<file path="config.mk">
export PLATFORM = sky130hd
export DESIGN_NAME = zmwl_ctrl
export DESIGN_NICKNAME = d
export VERILOG_FILES = /design/src/rtl/zmwl_pkg.sv /design/src/rtl/zmwl_ctrl.sv
export SDC_FILE = /design/constraint.sdc
export NUM_CORES = 1
export LEC_CHECK = 0
export BUFFER_PORTS_ARGS = -buffer_cell sky130_fd_sc_hd__buf_2
export CAP_MARGIN = 30
export CELL_PAD_IN_SITES_DETAIL_PLACEMENT = 0
export CELL_PAD_IN_SITES_GLOBAL_PLACEMENT = 2
export CORE_AREA = 2 2 39 41
export DETAILED_ROUTE_END_ITERATION = 10
export DIE_AREA = 0 0 41 43
export PLACE_DENSITY = 0.68
export SYNTH_ARGS = -nofsm -noshare
export SYNTH_HDL_FRONTEND = slang
export SYNTH_SLANG_ARGS = --single-unit
</file>
<file path="constraint.sdc">
create_clock -name clk_i -period 1.3 [get_ports clk_i]
set_input_delay 0.26 -clock clk_i [delete_from_list [all_inputs] [get_ports clk_i]]
set_output_delay 0.26 -clock clk_i [all_outputs]
set_load 0.05 [all_outputs]
</file>
<file path="src/rtl/zmwl_pkg.sv">
package zmwl_pkg;

  localparam int LABEL_W = 10;
  localparam int AREA_W = 32;
  localparam int COORD_W = 16;

  localparam int LABEL_COUNT_DEF = 1024;
  localparam int AREA_BITS_DEF = 32;
  localparam int COORD_BITS_DEF = 16;

  localparam logic MODE_UPDATE = 1'b0;
  localparam logic MODE_READ = 1'b1;

  typedef enum logic [2:0] {
    ST_CLEAR,
    ST_IDLE,
    ST_UPD_READ,
    ST_UPD_WRITE,
    ST_SCAN_READ,
    ST_SCAN_CHECK
  } state_e;

  typedef struct packed {
    logic load;
    logic clr_write;
    logic upd_read;
    logic upd_write;
    logic scan_read;
    logic scan_check;
  } cmd_t;

  typedef struct packed {
    logic in_read;
    logic in_skip;
    logic last;
    logic hit;
  } status_t;

endpackage

</file>
<file path="src/rtl/zmwl_ctrl.sv">
module zmwl_ctrl import zmwl_pkg::*; (
  input  logic    clk_i,
  input  logic    rst_ni,
  input  logic    start_i,
  input  status_t status_i,
  output cmd_t    cmd_o,
  output logic    busy_o
);

  state_e state_q, state_d;

  always_ff @(posedge clk_i or negedge rst_ni) begin
    if (!rst_ni) begin
      state_q <= ST_CLEAR;
    end else begin
      state_q <= state_d;
    end
  end

  always_comb begin
    state_d = state_q;
    case (state_q)
      ST_CLEAR: begin
        if (status_i.last) begin
          state_d = ST_IDLE;
        end
      end
      ST_IDLE: begin
        if (start_i) begin
          if (status_i.in_read) begin
            state_d = ST_SCAN_READ;
          end else if (!status_i.in_skip) begin
            state_d = ST_UPD_READ;
          end
        end
      end
      ST_UPD_READ: state_d = ST_UPD_WRITE;
      ST_UPD_WRITE: state_d = ST_IDLE;
      ST_SCAN_READ: state_d = ST_SCAN_CHECK;
      ST_SCAN_CHECK: begin
        if (status_i.hit || status_i.last) begin
          state_d = ST_IDLE;
        end else begin
          state_d = ST_SCAN_READ;
        end
      end
      default: state_d = ST_CLEAR;
    endcase
  end

  always_comb begin
    cmd_o = '0;
    busy_o = 1'b1;
    case (state_q)
      ST_CLEAR: cmd_o.clr_write = 1'b1;
      ST_IDLE: begin
        busy_o = 1'b0;
        cmd_o.load = start_i;
      end
      ST_UPD_READ: cmd_o.upd_read = 1'b1;
      ST_UPD_WRITE: cmd_o.upd_write = 1'b1;
      ST_SCAN_READ: cmd_o.scan_read = 1'b1;
      ST_SCAN_CHECK: cmd_o.scan_check = 1'b1;
      default: cmd_o = '0;
    endcase
  end

endmodule

</file>
# Word level (Yosys, flattened, before mapping)

Cells that the tools add are included.

Output and inout port bits: 7
Bits of input ports: 7
Word-level logic and storage cells: 25
Flip-flop bits (word level): 3

Reduce and logical (&&, ||, !) cells: 3
Equal/unequal tests: 8
Multiplexer cells: 13

Operator list:

| cell               | count |
|---|---|
| $pmux 3 s6         | 1 |
| $mux 3             | 5 |
| $mux 1             | 7 |
| $eq 3x2->1 const B | 2 |
| $eq 3x3->1 const B | 2 |
| $ne 2x2->1 const B | 2 |
| $eq 3x1->1 const B | 1 |
| $logic_not 3->1    | 1 |
| $ne 3x3->1 const B | 1 |
| $reduce_and 3->1   | 1 |
| $logic_or 1x1->1   | 1 |

# Depth between registers and ports, before layout

Depth after elaboration: 4
Gate-level depth with buffers: 4
Gate-level depth less buffers: 3

# Least setup slack after synthesis

Ideal clock, no wire load.

Kind: reg-to-reg
From: register state_q[0]
To: register state_q[0]
Setup slack: -838 ps
Data arrival time: 1943 ps
Buffers on the path: 1
Cell stages (with the launch flop): 4
Clock period less this slack: 2138 ps
Required time: 1105 ps
Library setup time: 195 ps
Cell sequence: dfrtp_1 > buf_2 > nor3_1 > a222oi_1

Word-level cells in the longest chain between the ends: 3
Elaborated cells between the ends (all ways): 11
Those cells by class: eq/ne (8); mux (1); reduce/logical (2)

Ends and longest elaborated chain:

| what                                                      | RTL line        | text |
|---|---|---|
| start, declared                                           | zmwl_ctrl.sv:10 | `state_e state_q, state_d;` |
| start signal, assigned                                    | zmwl_ctrl.sv:16 | `state_q <= state_d;` |
| $eq 3x1->1 or $logic_not 3->1 (tied branches)             | zmwl_ctrl.sv:22 | `case (state_q)` |
| $ne 3x3->1 (no source line) or $ne 2x2->1 (tied branches) | --              |  |
| $reduce_and 3->1 (no source line)                         | --              |  |

Several ways; a longest one is shown, not always the timed one.
A chain may end at the register's enable or synchronous reset.

==> results by group <==
Outcome
  – Status: complete, but fails checks
  – Violated checks: negative setup slack

Timing
  – Final hold violations: 0
  – Max-slew violation count: 0
  – Final setup violating endpoints: 8
  – Fin worst setup slack: -244 ps
  – RSZ-0062 raised after global routing: true
  – Slew @ Worst Pin: 293 ps
  – WHS: 298 ps
  – Final period util: 119%
  – Final min period: 1540 ps
  – Setup Skew: 3.20 ps
  – Slew headroom: 80.5%
  – Max Fclk: 648 MHz

Detailed routing
  – Final ANT Viol Nets: 0
  – Avg WL per Cell: 9.72 microns
  – Drt drc: 0
  – Drt first pass iters: 4
  – Vias per inst: 4.37
  – Post-Route WL: 632 microns
  – 1st-iter DRT viols: 4
  – Via count: 284

Synth
  – Synth cell types: 20
  – Syn Std Cell Area: 244 sq um
  – Syn nets: 34
  – YS warnings: 0
  – XOR/XNOR Fraction of Synth Area: 0%
  – Compound-Gate Fraction of Synth Area: 15.4%
  – Mapped Cells: 27
  – Fraction of the yosys area taken by sequential cells: 30.8%
  – Main combinational cell family by area after synthesis: simple AND/OR/NAND/NOR gates
  – Synth Area in Simple Gates: 42.1%
  – Mux cell area share after synthesis: 0%
  – Avg Cell Area, Syn: 9.04 sq um
  – Post-Synth Adder-Cell Area: 0%
  – Register bit total from synthesis: 3

Cells and area
  – Design area: 485 sq um
  – Nets@finish: 57
  – Final antenna diode count: 0
  – End-of-flow core utilization: 35.1%
  – Non-filler cells in the finished layout: 65
  – Most common cell after layout, fill and taps aside: buf_2
  – Max reg flops: 3
  – Most frequent cells in the layout: buf_2 (7), buf_6 (5), buf_4 (5)
  – Largest register by flop count: state_q
  – Regs by FF count: state_q: 3 flops
  – Area delta synth->final: 99.0%
  – Share of layout cells above drive strength 1: 67.3%
  – Fillcell total: 147

Place
  – Half-perimeter wire length after placement: 437 microns
  – Cells after DPL: 56
  – Port Buf Inserts: 13
  – Cell Area, Placed: 357 sq um
  – GP Congestion: 0.685

Power
  – Maximum vdd drop: 0.000635 V
  – Clk pwr share: 14.0%
  – P per Cell Area: 2450 nW/um^2
  – Leakage power: 0.230 nW
  – Tot Pwr: 0.00119 W
  – Sw Pwr: 0.000566 W
  – Flop pwr share: 12.3%
  – Gate power share: 73.7%
  – Sw frac: 47.6%
  – Cell internal pwr: 0.000624 W

Global route
  – Initial antenna violation count: 0
  – Remaining global-route overflow: 0
  – Total GRT Usage: 10.1%
  – Largest net degree at the start of global routing: 11
  – First-pass GRT wire length: 1.06 mm
  – Via count of the first global-routing pass: 285

Critical path
  – Crit end category: primary output
  – Startpoint Class: flip-flop
  – CP Class: flip-flop to primary output
  – Worst EP required: 1040 ps
  – Crit-path max FO: 2
  – Critical Path AT: 1280 ps

Clock network
  – Bufs on Longest Clock Path: 2
  – CTS H-tree lvls: 1
  – CTS tree: built
  – Worst-Skew Late Latency: 230 ps
  – Total CTS buffers: 3
  – Sink Count: 3
  – Clk slew on worst S/H paths: 40 ps
  – CTS root buf: clkbuf_4

Die
  – DIE WIDTH: 41 microns
  – Num rows: 14
  – Initial Util: 17.6%
  – CORE AREA: 1380 sq um
  – Ports: 14
  – Die height: 43 microns
  – Die area: 1760 sq um

Hold path
  – Hold Path Class: input pin to flip-flop

Run
  – Max Cap Viol: 0
==> power by group through the flow <==
stage	Clock, W	Sequential [W]	Combinational [W]
after CTS	0.000174	0.000147	0.000861
after global routing	0.000182	0.000150	0.000930
after global placement	0	0.000143	0.000689
after detailed placement	0	0.000143	0.000683
final	0.000166	0.000146	0.000877
after floorplan	0	0.000135	0.000567
==> per-stage QoR <==
| step | setup WS [ps] | setup TNS [ps] |
|---|---|---|
| 2_1_floorplan | -282 | -865 |
| 3_3_place_gp | -75.6 | -75.6 |
| 3_5_place_dp | -87.8 | -87.8 |
| 4_1_cts | -255 | -1490 |
| 5_1_grt | -289 | -1380 |
| 6_report | -244 | -973 |
==> layer usage <==
layer	vias to the layer above	track usage, %	wire length [microns]
met4	0	14.0	19
met5	-	0	0
met3	2	3.14	38
li1	138	-	-
met2	13	13.4	336
met1	131	9.77	237
==> synth_stat cells, drive strengths merged <==
library cell / n / area share [%]
buf: 3 / 8.7
dfrtp: 3 / 31
a21oi: 2 / 5.6
and3b: 2 / 8.2
inv: 2 / 3.1
nand2: 2 / 3.1
nor2: 2 / 4.1
nor3b: 2 / 6.2
a21o: 1 / 3.6
a222oi: 1 / 4.1
nand2b: 1 / 2.6
nand4b: 1 / 3.6
nor3: 1 / 2.0
o21ai: 1 / 2.0
or2b: 1 / 3.1
or3b: 1 / 4.6
or4: 1 / 4.6
==> critical path: stages, from the launching register on <==
cell	delay, ps
dfrtp_1	360
or3b_4	420
nor2_4	120
buf_8	150
==> final cells by class <==
type | count | area, sq um | area share [%]
clock buffers | 4 | 26.3 | 5.41
inverters | 2 | 7.51 | 1.55
multi-input cells | 19 | 173 | 35.6
flip-flops and latches | 3 | 75.1 | 15.5
well taps | 16 | 20.0 | 4.12
repair buffers | 21 | 184 | 37.9
==> final timing paths <==
check	startpoint	end	slack (ps)	cells after the start
min in group asynchronous	rst_ni	state_q[1]	350	2
setup reg to reg	state_q[1]	state_q[1]	-80	4
setup / recovery	state_q[1]	cmd_o[5]	-240	3
max in group asynchronous	rst_ni	state_q[0]	850	2
hold reg to reg	state_q[1]	state_q[2]	710	3
hold / removal	status_i[2]	state_q[1]	300	3
==> timing repair <==
item	CTS	global route
hold endpoints to repair	3	0
hold buffers	1	0
buffers inserted	4	1
setup endpoints to repair	7	9
pin swaps	1	1
gates cloned	0	0
resized for setup	18	1
==> logic make-up after synthesis <==
logic type             count (synthesis)
flip-flops                             3
buffers and inverters                  5
AO/OA/AOI/OAI                          5
AND/OR/NAND/NOR                       14
No activity file was read; power rests on OpenSTA's default activity.
